## src/gfc_pkg.sv

```systemverilog
`default_nettype none

package gfc_pkg;

  // Frame layout: eight covered bytes, then the received CRC byte.
  localparam int FRAME_LEN    = 9;
  localparam int STORED_BYTES = 7;
  localparam int POS_W        = 4;
  localparam int IDX_W        = $clog2(STORED_BYTES);

  // Position of the CRC byte within the frame.
  localparam logic [POS_W-1:0] CRC_POS = POS_W'(FRAME_LEN - 1);
  localparam logic [POS_W-1:0] LAST_STORED_POS = POS_W'(STORED_BYTES);

  // CRC-8, polynomial x^8 + x^2 + x + 1, MSB first.
  localparam logic [7:0] CRC_POLY = 8'h07;
  localparam logic [7:0] CRC_INIT = 8'h00;

  // Hat switch codes, clockwise from up; anything else is centre.
  localparam logic [7:0] HAT_UP         = 8'd0;
  localparam logic [7:0] HAT_UP_RIGHT   = 8'd1;
  localparam logic [7:0] HAT_RIGHT      = 8'd2;
  localparam logic [7:0] HAT_DOWN_RIGHT = 8'd3;
  localparam logic [7:0] HAT_DOWN       = 8'd4;
  localparam logic [7:0] HAT_DOWN_LEFT  = 8'd5;
  localparam logic [7:0] HAT_LEFT       = 8'd6;
  localparam logic [7:0] HAT_UP_LEFT    = 8'd7;

  // Pressed-direction bits.
  localparam logic [3:0] DIR_UP    = 4'b0001;
  localparam logic [3:0] DIR_DOWN  = 4'b0010;
  localparam logic [3:0] DIR_LEFT  = 4'b0100;
  localparam logic [3:0] DIR_RIGHT = 4'b1000;
  localparam logic [3:0] DIR_NONE  = 4'b0000;

  typedef logic [7:0] byte_t;

  // Remapped controller report built from the stored frame bytes.
  typedef struct packed {
    logic [23:0] right_stick_bytes;
    logic [23:0] left_stick_bytes;
    logic [7:0]  buttons_left;
    logic [5:0]  buttons_shared;
    logic [7:0]  buttons_right;
  } report_t;

  // One byte of the CRC, unrolled over its eight bits.
  function automatic byte_t crc8_step(input byte_t crc, input byte_t data);
    byte_t v;
    v = crc ^ data;
    for (int i = 0; i < 8; i++) begin
      if (v[7]) begin
        v = {v[6:0], 1'b0} ^ CRC_POLY;
      end else begin
        v = {v[6:0], 1'b0};
      end
    end
    return v;
  endfunction

  // Hat code to pressed directions.
  function automatic logic [3:0] hat_dirs(input byte_t hat);
    logic [3:0] d;
    case (hat)
      HAT_UP:         d = DIR_UP;
      HAT_UP_RIGHT:   d = DIR_UP | DIR_RIGHT;
      HAT_RIGHT:      d = DIR_RIGHT;
      HAT_DOWN_RIGHT: d = DIR_DOWN | DIR_RIGHT;
      HAT_DOWN:       d = DIR_DOWN;
      HAT_DOWN_LEFT:  d = DIR_DOWN | DIR_LEFT;
      HAT_LEFT:       d = DIR_LEFT;
      HAT_UP_LEFT:    d = DIR_UP | DIR_LEFT;
      default:        d = DIR_NONE;
    endcase
    return d;
  endfunction

endpackage

`default_nettype wire

```

## src/gfc_remap.sv

```systemverilog
`default_nettype none

module gfc_remap (
  input  gfc_pkg::byte_t   frame_bytes [gfc_pkg::STORED_BYTES],
  output gfc_pkg::report_t report
);
  import gfc_pkg::*;

  byte_t      b0;
  byte_t      b1;
  logic [3:0] dirs;

  assign b0   = frame_bytes[0];
  assign b1   = frame_bytes[1];
  assign dirs = hat_dirs(frame_bytes[2]);

  // Face and shoulder buttons; the side buttons are not fitted and read as zero.
  assign report.buttons_right = {b1[7], b1[5], 2'b00, b1[2], b1[1], b1[3], b1[0]};

  // System buttons, with the two stick clicks swapped into place.
  assign report.buttons_shared = {b0[5], b0[4], b0[2], b0[3], b0[1], b0[0]};

  // Hat directions are active low: down, up, right, left from bit 0.
  assign report.buttons_left = {b1[6], b1[4], 2'b00,
                                ~(|(dirs & DIR_LEFT)), ~(|(dirs & DIR_RIGHT)),
                                ~(|(dirs & DIR_UP)),   ~(|(dirs & DIR_DOWN))};

  // Sticks become 12-bit little-endian X followed by an inverted Y byte.
  assign report.left_stick_bytes  = {~frame_bytes[4], 4'h0, frame_bytes[3][7:4],
                                     frame_bytes[3][3:0], 4'h0};
  assign report.right_stick_bytes = {~frame_bytes[6], 4'h0, frame_bytes[5][7:4],
                                     frame_bytes[5][3:0], 4'h0};

endmodule

`default_nettype wire

```

## src/gamepad_frame_crc_check_remap.sv

```systemverilog
`default_nettype none

// Gamepad frame checker. Bytes arrive one per beat on the input stream; a beat
// with in_tuser set opens a nine-byte frame and is its byte 0, abandoning any
// partial frame. Bytes 0 to 7 go through a CRC-8 (polynomial 0x07, initial
// value 0, MSB first) and byte 8 is compared with it. On byte 8 one result beat
// is issued carrying the check flag in out_tuser, both CRC values and the
// remapped report in out_tdata, whether or not the CRC matched. Short frames
// and bytes outside a frame give no result. One byte is taken per clock while
// in_tready is high: the byte-wide CRC update and the remap are combinational
// logic ahead of the result register. Input ready drops only while a result is
// held unread and the next byte would be a CRC byte, so a result is registered
// in the cycle after its CRC byte is taken.
module gamepad_frame_crc_check_remap (
  input  wire logic        clk,
  input  wire logic        rst_n,

  input  wire logic        in_tvalid,
  output logic             in_tready,
  input  wire logic [7:0]  in_tdata,   // [7:0] rx_byte
  input  wire logic [0:0]  in_tuser,   // [0] frame_start

  output logic             out_tvalid,
  input  wire logic        out_tready,
  output logic [87:0]      out_tdata,  // [7:0] computed_crc, [15:8] received_crc,
                                       // [23:16] buttons_right, [29:24] buttons_shared,
                                       // [37:30] buttons_left, [61:38] left_stick_bytes,
                                       // [85:62] right_stick_bytes, [87:86] zero
  output logic [0:0]       out_tuser   // [0] frame_ok
);
  import gfc_pkg::*;

  logic             frame_active_r, frame_active_nxt;
  logic [POS_W-1:0] byte_pos_r,     byte_pos_nxt;
  byte_t            crc_r,          crc_nxt;
  byte_t            frame_bytes_r [STORED_BYTES];

  logic             out_valid_r, out_valid_nxt;
  logic [87:0]      out_data_r;
  logic             out_ok_r;

  logic             in_beat;
  logic             start;
  logic             at_crc_byte;
  logic             emit;
  logic             store_byte;
  logic [IDX_W-1:0] wr_idx;
  byte_t            crc_in;
  byte_t            crc_step;
  report_t          report;

  // Accept unless a result is waiting and this byte could produce another.
  assign at_crc_byte = frame_active_r && (byte_pos_r == CRC_POS);
  assign in_tready   = !(at_crc_byte && out_valid_r && !out_tready);
  assign in_beat     = in_tvalid && in_tready;
  assign start       = in_tuser[0];
  assign emit        = in_beat && !start && at_crc_byte;

  // Running CRC over the incoming byte; a new frame starts from the seed.
  assign crc_in   = start ? CRC_INIT : crc_r;
  assign crc_step = crc8_step(crc_in, in_tdata);

  // Frame position and CRC tracking.
  always_comb begin
    frame_active_nxt = frame_active_r;
    byte_pos_nxt     = byte_pos_r;
    crc_nxt          = crc_r;
    store_byte       = 1'b0;
    wr_idx           = '0;
    if (in_beat) begin
      if (start) begin
        frame_active_nxt = 1'b1;
        byte_pos_nxt     = POS_W'(1);
        crc_nxt          = crc_step;
        store_byte       = 1'b1;
      end else if (frame_active_r) begin
        if (byte_pos_r < CRC_POS) begin
          crc_nxt      = crc_step;
          byte_pos_nxt = byte_pos_r + POS_W'(1);
          store_byte   = (byte_pos_r < LAST_STORED_POS);
          wr_idx       = byte_pos_r[IDX_W-1:0];
        end else begin
          frame_active_nxt = 1'b0;
          byte_pos_nxt     = '0;
        end
      end
    end
  end

  always_ff @(posedge clk) begin
    if (!rst_n) begin
      frame_active_r <= 1'b0;
      byte_pos_r     <= '0;
      crc_r          <= CRC_INIT;
    end else begin
      frame_active_r <= frame_active_nxt;
      byte_pos_r     <= byte_pos_nxt;
      crc_r          <= crc_nxt;
    end
  end

  // Report bytes kept for the remap; a new frame writes byte 0 first.
  always_ff @(posedge clk) begin
    if (store_byte) begin
      frame_bytes_r[wr_idx] <= in_tdata;
    end
  end

  gfc_remap u_remap (
    .frame_bytes (frame_bytes_r),
    .report      (report)
  );

  // Result register: loaded on the CRC byte, cleared when the beat is taken.
  always_comb begin
    out_valid_nxt = out_valid_r;
    if (emit) begin
      out_valid_nxt = 1'b1;
    end else if (out_tready) begin
      out_valid_nxt = 1'b0;
    end
  end

  always_ff @(posedge clk) begin
    if (!rst_n) begin
      out_valid_r <= 1'b0;
    end else begin
      out_valid_r <= out_valid_nxt;
    end
  end

  always_ff @(posedge clk) begin
    if (emit) begin
      out_ok_r   <= (crc_r == in_tdata);
      out_data_r <= {2'b00,
                     report.right_stick_bytes,
                     report.left_stick_bytes,
                     report.buttons_left,
                     report.buttons_shared,
                     report.buttons_right,
                     in_tdata,
                     crc_r};
    end
  end

  assign out_tvalid   = out_valid_r;
  assign out_tdata    = out_data_r;
  assign out_tuser[0] = out_ok_r;

  // The position counter never runs past the CRC byte.
  a_pos_range: assert property (@(posedge clk) disable iff (!rst_n)
    byte_pos_r <= CRC_POS)
    else $error("byte position beyond the CRC byte");

  // With no open frame the position stays at zero.
  a_idle_pos: assert property (@(posedge clk) disable iff (!rst_n)
    !frame_active_r |-> (byte_pos_r == '0))
    else $error("position not cleared outside a frame");

  // A frame start always leaves an open frame at position one.
  a_start: assert property (@(posedge clk) disable iff (!rst_n)
    (in_beat && start) |=> (frame_active_r && (byte_pos_r == POS_W'(1))))
    else $error("frame start not taken");

  // A CRC byte always yields a result and closes the frame.
  a_emit: assert property (@(posedge clk) disable iff (!rst_n)
    emit |=> (out_valid_r && !frame_active_r))
    else $error("CRC byte gave no result");

  // The check flag agrees with the two CRC fields it was made from.
  a_flag: assert property (@(posedge clk) disable iff (!rst_n)
    out_valid_r |-> (out_ok_r == (out_data_r[7:0] == out_data_r[15:8])))
    else $error("frame_ok disagrees with CRC fields");

endmodule

`default_nettype wire

```

## config.mk

```make
export PLATFORM = sky130hd
export DESIGN_NAME = gamepad_frame_crc_check_remap
export DESIGN_NICKNAME = d
export VERILOG_FILES = /design/src/gfc_pkg.sv /design/src/gfc_remap.sv /design/src/gamepad_frame_crc_check_remap.sv
export SDC_FILE = /design/constraint.sdc
export NUM_CORES = 1
export LEC_CHECK = 0
export BUFFER_PORTS_ARGS = -buffer_cell sky130_fd_sc_hd__buf_2
export CAP_MARGIN = 40
export CORE_UTILIZATION = 48
export DETAILED_ROUTE_END_ITERATION = 7
export GPL_TIMING_DRIVEN = 0
export HOLD_SLACK_MARGIN = 0.08
export MAX_ROUTING_LAYER = met4
export PLACE_DENSITY = 0.71
export RECOVER_POWER = 25
export SKIP_LAST_GASP = 1
export SYNTH_ARGS = -nofsm -noshare
export SYNTH_HDL_FRONTEND = slang
export SYNTH_SLANG_ARGS = --single-unit
```

## constraint.sdc

```tcl
create_clock -name clk -period 23.8 [get_ports clk]
set_clock_uncertainty 0.15 [all_clocks]
set_input_delay 5.95 -clock clk [delete_from_list [all_inputs] [get_ports clk]]
set_output_delay 5.95 -clock clk [all_outputs]
set_load 0.03 [all_outputs]
```

==> results.yml, run 1 <==
run_status:
  outcome: "completed"
synthesis:
  synth_area_um2: 5310
  ys_warn_count: 0
  yosys-top-cells-count: "121 x edfxtp_1, 23 x nand2_1, 22 x buf_4, 22 x xnor2_1, 20 x nor2_1"
  synth-seq-area-share: 0.752
  ys_types: 49
  yosysMostFrequentCell: "edfxtp_1"
  synth_edf_count: 121
  netlist.area_leader.share: 0.684
  synth_top_area_cell: "edfxtp_1"
  synth_area_leaders: "edfxtp_1 68%, dfxtp_1 6.8%, xnor2_1 3.6%"
  avgSynthCellArea_um2: 15.4
  synth_flop_cell: "edfxtp_1"
  ys_seq_elements: 139
  async_flop_share: 0
  synthCells: 345
power:
  power_switching_mw: 0.124
  p_total_mw: 0.579
  p_int_mw: 0.456
  leakagePower_nw: 2.58
  comb_power_share: 0.070
  vdd_drop_max_v: 0.0000615
  p_per_area_nw_per_um2: 86.8
  p_seq_frac: 0.469
  clockPowerShare: 0.461
  switching_share: 0.214
final_layout:
  area_growth_pct: 25.6
  drive_gt1_frac: 0.315
  design_area_um2: 6670
  final_nets: 491
  antennaDiodeCount: 0
floorplanning:
  die_x_um: 107
  die_area_um2: 11500
  die_y_um: 107
  ioPinCount: 104
  row_count: 38
  start_util: 0.492
  coreArea_um2: 10800
clock_network:
  post-cts-setup-buffer-count: 0
  cts_hold_buffers: 0
  ctsHtreeMaxLevel: 4
  cts-buffers-inserted: 17
  clock_latency_ns: 0.52
  cts_tree: "built"
  cts_buffer_depth: 2
  cts_resized: 0
  cts_root_buf: "clkbuf_8"
  clock-sinks: 139
  path_clk_slew_ns: 0.06
timing:
  maxSlewViolCount: 0
  rsz0062_at_grt: "no"
  relSlewSlack: 0.477
  setup_slack_ns: 11.01
  setup_viol: 0
  min_period_ns: 12.79
  fmax_mhz: 78.2
  setup_tns_ns: 0
  worst_pin_slew_ns: 0.779
  finalCritPeriodShare: 0.537
  hold_violations: 0
critical_path:
  r2r_end: "out_tdata[56]$_DFFE_PP_"
  startpoint_type: "input pin"
  r2r_cells: 8
  endpoint_kind: "output pin"
  regToRegSetupSlack_ns: 20.90
  worstPathArrival_ns: 6.69
  cp_max_fo: 3
  required_ns: 17.70
  critical_path_class: "in -> out"
  rr_startpoint: "byte_pos_r[1]$_SDFFE_PN0P_"
min_path:
  hold_class: "reg -> reg"
  hold_path_end: "out_tdata[27]$_DFFE_PP_"
  min_from: "frame_bytes_r[50]$_DFFE_PP_"
  min_delay_path_depth: 0
routing:
  vias: 3000
  antenna_left: 0
  drtPass1Iterations: 4
  viasPerCell: 4.77
  post_drt_wl_per_cell_um: 14.7
  drcViolationCount: 0
  drt-initial-drc-count: 206
  wl_um: 9250
place:
  placed_area_um2: 6060
  post-place-ws_ns: 11.01
  routabilityCongestion: 0.823
  io_buffers: 81
  hpwl_um: 6190
global_route:
  grt_start_max_net_pins: 17
  overflow: 0
  grt_pass1_vias: 2851
  antenna_found_initial: 0
  track_usage: 0.178
  grt_first_pass_wirelength_um: 14300
run:
  max_cap_viol_count: 0
## cell families (layout without fill, tap and decap cells)
family / Yosys count / in the layout / synth area share
flops: 139 / 139 / 0.752
simple gates: 76 / 76 / 0.0688
buf+inv: 54 / 177 / 0.0546
compound gates: 36 / 36 / 0.0471
xor+xnor: 32 / 32 / 0.0622
mux: 5 / 5 / 0.0101
fa+ha+maj: 2 / 2 / 0.00471
other cells: 1 / 22 / 0.000706
## power groups by stage
stage                     logic (mW)  registers, mW  clock network [mW]
after floorplan               0.0330          0.276                   0
after global placement        0.0399          0.277                   0
after detailed placement      0.0404          0.277                   0
after CTS                     0.0409          0.272               0.272
after global routing          0.0446          0.272               0.281
final                         0.0407          0.272               0.267
## cell type report
type	count	area, um^2
Buffer	33	211
Clock buffer	17	414
Clock inverter	15	198
Fill cell	817	4120
Inverter	21	78.8
Multi-Input combinational cell	173	1120
Sequential cell	139	3990
Tap cell	140	175
Timing Repair Buffer	91	482
## worst max-delay path: stages
cell and delay, ns:
buf_2 0.09, nand2b_1 0.18, or2_2 0.29, buf_2 0.18
## per-stage QoR
step            util  cells  hold slack [ns]
4_1_cts        0.619    629            0.267
3_5_place_dp   0.562    597            0.255
2_1_floorplan      -    366            0.250
6_report       0.618    629            0.268
5_1_grt        0.618    629            0.269
3_3_place_gp   0.553    587            0.250
## registers in the layout (all words and copies together) (netlist names), named ones only
signal,count
out_tdata,66
frame_bytes_r,54
crc_r,8
byte_pos_r,4
frame_active_r,1
out_tuser,1
out_tvalid,1
## worst max-delay path by stage
stage | startpoint | endpoint | cells past startpoint
finish | out_tready | in_tready | 4
detailed placement | out_tready | in_tready | 4
CTS | out_tready | in_tready | 4
floorplan | out_tready | in_tready | 2
global route | out_tready | in_tready | 4
global placement | in_tuser | out_tuser$_DFFE_PP_ | 4
## layer usage
metal	wire, um	vias to the layer above	global-route usage
met4	229	0	0.0881
met1	3990	1428	0.211
met2	4470	108	0.275
met3	559	22	0.0584
li1	-	1442	-
met5	0	-	-
## cell usage in the layout, fill, tap and decap left out, drive strengths merged, types with 4 or more instances in the layout
cell,n
xnor2,25
inv,23
nor2b,6
bufinv,4
o21ai,12
conb,22
xor2,5
dfxtp,18
o211a,4
nand2,23
clkinv,5
nor2,21
nor3,4
edfxtp,121
buf,114
clkinvlp,4
a21oi,4
nand2b,5
a22oi,4
clkbuf,27
Power figures use the tool's default switching activity.
==> run 2: changes to the inputs <==
PLACE_DENSITY = 0.74   (was 0.71)
clock period = 10.7 ns   (was 23.8 ns; I/O delays follow)
==> run 2 against run 1 <==
Power increased by 120%. Clock power increased by 120%. Cell count decreased by 0.16%. Largest power group unchanged.
==> results.yml, run 2 (synthesis gave the netlist of run 1 again) <==
clock_network:
  clock-sinks: 139
  ctsHtreeMaxLevel: 4
  cts_tree: "built"
  post-cts-setup-buffer-count: 0
  path_clk_slew_ns: 0.06
  cts_hold_buffers: 0
  cts_buffer_depth: 2
  cts_resized: 0
  cts-buffers-inserted: 17
  cts_root_buf: "clkbuf_8"
  clock_latency_ns: 0.51
power:
  clockPowerShare: 0.455
  leakagePower_nw: 2.57
  p_int_mw: 1.01
  p_seq_frac: 0.473
  switching_share: 0.209
  vdd_drop_max_v: 0.000136
  power_switching_mw: 0.268
  comb_power_share: 0.072
  p_per_area_nw_per_um2: 192
floorplanning:
  start_util: 0.492
  row_count: 38
  die_x_um: 107
  die_y_um: 107
  ioPinCount: 104
  die_area_um2: 11500
  coreArea_um2: 10800
routing:
  viasPerCell: 4.96
  antenna_left: 0
  wl_um: 10200
  post_drt_wl_per_cell_um: 16.3
  drtPass1Iterations: 6
  drcViolationCount: 0
  drt-initial-drc-count: 270
  vias: 3115
final_layout:
  largest_register_ffs: 66
  final_nets: 491
  multi_input_area_um2: 1120
  seqCellArea_um2: 3990
  area_growth_pct: 25.2
  antennaDiodeCount: 0
  fillers: 741
  mostFrequentLayoutCells: "121 x edfxtp_1, 82 x buf_2, 29 x buf_4, 23 x nand2_1"
  drive_gt1_frac: 0.311
  layout_commonest_cell: "edfxtp_1"
timing:
  finalCritPeriodShare: 0.583
  setup_slack_ns: 4.46
  fmax_mhz: 160
  worst_pin_slew_ns: 0.807
  rsz0062_at_grt: "no"
  relSlewSlack: 0.462
  hold_violations: 0
  setup_viol: 0
  setup_tns_ns: 0
  maxSlewViolCount: 0
  min_period_ns: 6.24
critical_path:
  startpoint_type: "input pin"
  cp_top_family: "simple AND/OR/NAND/NOR gates"
  crit_chain: "buf_2 -> nand2b_1 -> or2_2 -> buf_2"
  critical_path_class: "in -> out"
  crit_path_top_delay_cell: "or2_2"
  crit_buf_inv: 2
  cp_slowest_stage_delay_ns: 0.29
  endpoint_kind: "output pin"
  cp_max_fo: 3
  crit_top_cell: "buf_2"
  worstPathArrival_ns: 3.41
  required_ns: 7.88
place:
  routabilityCongestion: 0.807
  post-place-ws_ns: 4.45
  hpwl_um: 6570
  io_buffers: 81
global_route:
  grt_first_pass_wirelength_um: 15200
  antenna_found_initial: 0
  grt_start_max_net_pins: 17
  grt_pass1_vias: 2859
  overflow: 0
  track_usage: 0.192
run:
  max_cap_viol_count: 0
run_status:
  outcome: "completed"
min_path:
  hold_class: "reg -> reg"
## run 2: final timing paths
kind	from	end	slack, ns	depth (start not counted)
min reg2reg	frame_bytes_r[46]$_DFFE_PP_	out_tdata[37]$_DFFE_PP_	0.26	0
max reg2reg	byte_pos_r[0]$_SDFFE_PN0P_	out_tdata[30]$_DFFE_PP_	7.56	9
min	frame_bytes_r[46]$_DFFE_PP_	out_tdata[37]$_DFFE_PP_	0.26	0
max	out_tready	in_tready	4.46	4
## run 2: metal layers
layer	part of all wire	global-route usage
met4	0.014	0.104
met2	0.51	0.314
met1	0.41	0.221
met3	0.067	0.0438
met5	0	-
## run 2: power by group through the flow
stage                     clock (mW)  sequential (mW)  combinational, mW
after floorplan                    0            0.613             0.0735
after global placement             0            0.616             0.0886
after detailed placement           0            0.616             0.0905
after CTS                      0.589            0.605             0.0917
after global routing           0.611            0.606              0.100
final                          0.582            0.605             0.0918
## run 2: layout make-up
cell class | instances | share of cell area
Clock inverter | 12 | 0.0261
Buffer | 33 | 0.0318
Multi-Input combinational cell | 173 | 0.168
Sequential cell | 139 | 0.600
Tap cell | 140 | 0.0263
Clock buffer | 19 | 0.0634
Inverter | 21 | 0.0118
Timing Repair Buffer | 91 | 0.0722
## run 2: metrics by stage
step           utilization  std cells  power, mW  area [um^2]  hold slack, ns
2_1_floorplan            -        366      0.687         5390           0.250
6_report             0.617        628       1.28         6650           0.262
5_1_grt              0.617        628       1.32         6650           0.264
4_1_cts              0.617        628       1.29         6660           0.263
3_3_place_gp         0.553        587      0.704         5970           0.251
3_5_place_dp         0.562        597      0.707         6060           0.255
==> run 3: changes to the inputs <==
ABC_AREA = 1   (was unset)
PLACE_DENSITY = 0.71   (was 0.74)
clock period = 5.85 ns   (was 10.7 ns; I/O delays follow)
==> run 3 against run 2 <==
The flow now stops in detailed routing (5_2_route). Synthesized cell count is 7.0% higher. Global-route usage fell by 1.7 points. Synthesized area is 1.4% lower.
==> results.yml, run 3 <==
synthesis:
  synth-seq-area-share: 0.763
  synthCells: 369
  synth_edf_count: 121
  synth_top_area_cell: "edfxtp_1"
  async_flop_share: 0
  yosys-top-cells-count: "121 x edfxtp_1, 58 x nand2_1, 42 x inv_1"
  synth_flop_cell: "edfxtp_1"
  ys_types: 31
  avgSynthCellArea_um2: 14.2
  yosysMostFrequentCell: "edfxtp_1"
  ys_seq_elements: 139
  synth_area_leaders: "edfxtp_1 69%, dfxtp_1 6.9%, nand2_1 4.2%"
  synth_area_um2: 5240
  ys_warn_count: 0
  netlist.area_leader.share: 0.694
clock_network:
  cts_root_buf: "clkbuf_8"
  cts_buffer_depth: 2
  cts_resized: 0
  cts_hold_buffers: 0
  post-cts-setup-buffer-count: 0
  cts-buffers-inserted: 17
  clock-sinks: 139
  ctsHtreeMaxLevel: 4
global_route:
  overflow: 0
  antenna_found_initial: 0
  track_usage: 0.175
  grt_start_max_net_pins: 42
  grt_first_pass_wirelength_um: 14000
  grt_pass1_vias: 2873
place:
  io_buffers: 81
  hpwl_um: 6190
  routabilityCongestion: 0.885
  placed_area_um2: 5930
run_status:
  outcome: "aborted with a tool error"
  firstError: "[ERROR DRT-0255] Maze Route cannot find path of net clk in worker of routeBox ( 96600 0 ) ( 106445 48300 )."
  lastStage: "detailed routing (5_2_route)"
floorplanning:
  row_count: 37
  die_y_um: 106
  start_util: 0.500
  die_x_um: 106
  ioPinCount: 104
==> run 3: cell types whose count changed after synthesis, sizes merged, moves of 6 or more <==
cell / delta
a21oi: +6
inv: +23
xnor2: -14
nor2b: -6
nand3: +15
nand2: +41
==> run 3: kinds of logic after synthesis <==
kind of cell    share of synthesized area
xor+xnor                           0.0394
other cells                      0.000716
buf+inv                            0.0669
compound gates                     0.0275
flops                               0.763
fa+ha+maj                         0.00478
simple gates                       0.0980
==> run 3: through the flow <==
stage | hold WS, ns | utilization | instances | setup slack (ns)
global route | 0.275 | 0.614 | 642 | 2.03
floorplan | 0.250 | - | 390 | 1.84
CTS | 0.266 | 0.615 | 642 | 2.09
detailed placement | 0.255 | 0.567 | 611 | 2.03
global placement | 0.251 | 0.563 | 607 | 1.33
==> run 3: routing by layer <==
metal,GRT usage
met1,0.209
met2,0.271
met3,0.0540
met4,0.0890
met5,-
==> run 4: changes to the inputs <==
CORE_UTILIZATION = 33   (was 48)
HOLD_SLACK_MARGIN = unset   (was 0.08)
MAX_ROUTING_LAYER = unset   (was met4)
PLACE_DENSITY = unset   (was 0.71)
PLACE_DENSITY_LB_ADDON = 0.15   (was unset)
==> run 4 against run 3 <==
The run now ends clean. Synthesized area unchanged. Global-route usage decreased by 5.2 points. Synthesized cell count stayed put.
==> results.yml, run 4 <==
run_status:
  outcome: "completed"
clock_network:
  clock_latency_ns: 0.41
  post-cts-setup-buffer-count: 0
  cts_resized: 0
  cts_tree: "built"
  clock-sinks: 139
  path_clk_slew_ns: 0.05
  cts-buffers-inserted: 17
  ctsHtreeMaxLevel: 4
  cts_hold_buffers: 0
  cts_root_buf: "clkbuf_16"
  cts_buffer_depth: 2
power:
  comb_power_share: 0.056
  p_seq_frac: 0.483
  p_int_mw: 1.80
  clockPowerShare: 0.461
  leakagePower_nw: 2.60
  p_per_area_nw_per_um2: 346
  switching_share: 0.212
  power_switching_mw: 0.482
  vdd_drop_max_v: 0.000211
global_route:
  overflow: 0
  grt_first_pass_wirelength_um: 14500
  antenna_found_initial: 0
  grt_start_max_net_pins: 69
  track_usage: 0.123
  grt_pass1_vias: 2687
final_layout:
  layout_commonest_cell: "edfxtp_1"
  final_nets: 508
  mostFrequentLayoutCells: "121 x edfxtp_1, 79 x buf_2, 58 x nand2_1, 41 x inv_1, 23 x buf_4"
  design_area_um2: 6580
  area_growth_pct: 25.7
  fillers: 1429
  drive_gt1_frac: 0.294
  antennaDiodeCount: 0
  largest_register_ffs: 66
floorplanning:
  ioPinCount: 104
  row_count: 45
  die_area_um2: 16400
  die_y_um: 128
  die_x_um: 128
  start_util: 0.341
  coreArea_um2: 15400
critical_path:
  r2r_end: "frame_bytes_r[7]$_DFFE_PP_"
  cp_max_fo: 4
  critical_path_class: "in -> out"
  startpoint_type: "input pin"
  r2r_cells: 9
  worstPathArrival_ns: 2.17
  rr_startpoint: "byte_pos_r[0]$_SDFFE_PN0P_"
  required_ns: 4.24
  worstSetupStartpoint: "out_tready"
  endpoint_kind: "output pin"
  regToRegSetupSlack_ns: 3.08
min_path:
  min_delay_path_depth: 0
  hold_class: "reg -> reg"
  min_from: "frame_bytes_r[44]$_DFFE_PP_"
  hold_path_end: "out_tdata[36]$_DFFE_PP_"
synthesis:
  synth_flop_cell: "edfxtp_1"
  synthCells: 369
  synth_top_area_cell: "edfxtp_1"
  yosysMostFrequentCell: "edfxtp_1"
  ys_types: 31
  avgSynthCellArea_um2: 14.2
  ys_seq_elements: 139
  yosys-top-cells-count: "121 x edfxtp_1, 58 x nand2_1, 42 x inv_1"
  ys_warn_count: 0
  synth_edf_count: 121
  async_flop_share: 0
  netlist.area_leader.share: 0.694
  synth_area_leaders: "edfxtp_1 69%, dfxtp_1 6.9%, nand2_1 4.2%"
  synth-seq-area-share: 0.763
  synth_area_um2: 5240
place:
  routabilityCongestion: 0.748
  io_buffers: 81
  hpwl_um: 6420
  placed_area_um2: 6000
timing:
  hold_violations: 0
  finalCritPeriodShare: 0.646
  rsz0062_at_grt: "no"
  min_period_ns: 3.78
  fmax_mhz: 265
  setup_viol: 0
  worst_pin_slew_ns: 0.881
  setup_tns_ns: 0
  relSlewSlack: 0.413
  maxSlewViolCount: 0
run:
  max_cap_viol_count: 0
routing:
  viasPerCell: 4.15
  drcViolationCount: 0
  post_drt_wl_per_cell_um: 13.4
  vias: 2975
  drtPass1Iterations: 5
  wl_um: 9640
  drt-initial-drc-count: 180
  antenna_left: 0
==> run 4: cell counts after synthesis <==
Identical to the previous run, type by type.
==> run 4: worst max-delay path, stage by stage <==
cell	delay, ns
buf_2	0.10
nor2_1	0.18
nand4_2	0.20
buf_2	0.23
==> run 4: logic make-up after synthesis <==
kind of cell | count (synthesis) | synth area share
AO/OA/AOI/OAI | 25 | 0.0275
XOR/XNOR | 21 | 0.0394
adder cells (fa/ha/maj) | 2 | 0.00478
buffers and inverters | 69 | 0.0669
flip-flops | 139 | 0.763
other | 1 | 0.000716
AND/OR/NAND/NOR | 112 | 0.0980
==> run 4: per-stage QoR <==
| stage | setup slack, ns | instances | utilization | power, mW | hold slack [ns] |
|---|---|---|---|---|---|
| floorplan | 1.84 | 390 | - | 1.22 | 0.250 |
| global placement | 1.16 | 682 | 0.389 | 1.25 | 0.253 |
| detailed placement | 1.99 | 685 | 0.391 | 1.25 | 0.255 |
| CTS | 2.09 | 717 | 0.429 | 2.31 | 0.267 |
| global route | 2.02 | 717 | 0.428 | 2.36 | 0.268 |
| finish | 2.07 | 717 | 0.428 | 2.28 | 0.268 |
==> run 4: power groups by stage <==
stage	clock [mW]	sequential, mW	combinational [mW]
6_report	1.05	1.10	0.128
5_1_grt	1.11	1.10	0.142
4_1_cts	1.08	1.10	0.130
3_5_place_dp	0	1.12	0.129
3_3_place_gp	0	1.12	0.127
2_1_floorplan	0	1.12	0.0951
==> run 4: worst max path at each step <==
stage	endpoint	slack, ns
after floorplan	out_tdata[0]$_DFFE_PP_	1.84
after global placement	out_tdata[55]$_DFFE_PP_	1.16
final	in_tready	2.07
after CTS	in_tready	2.09
after detailed placement	frame_bytes_r[1]$_DFFE_PP_	1.99
after global routing	in_tready	2.02
==> run 4: final cells by class <==
class                      count  area, um^2  area share
inverter                      44         168      0.0255
multi-input combinational    182         971       0.148
timing repair buffer          84         417      0.0633
clock inverter                13         151      0.0230
sequential                   139        3990       0.607
clock buffer                  19         433      0.0658
buffer                        25         185      0.0281
tap                          211         264      0.0401
==> run 4: per-layer routing <==
metal / part of all wire / up-vias / routed length, um / track usage
met2: 0.49 / 82 / 4690 / 0.195
met5: 0 / - / 0 / 0
met1: 0.46 / 1423 / 4430 / 0.153
met3: 0.043 / 7 / 418 / 0.0401
li1: - / 1463 / - / -
met4: 0.011 / 0 / 109 / 0.0567
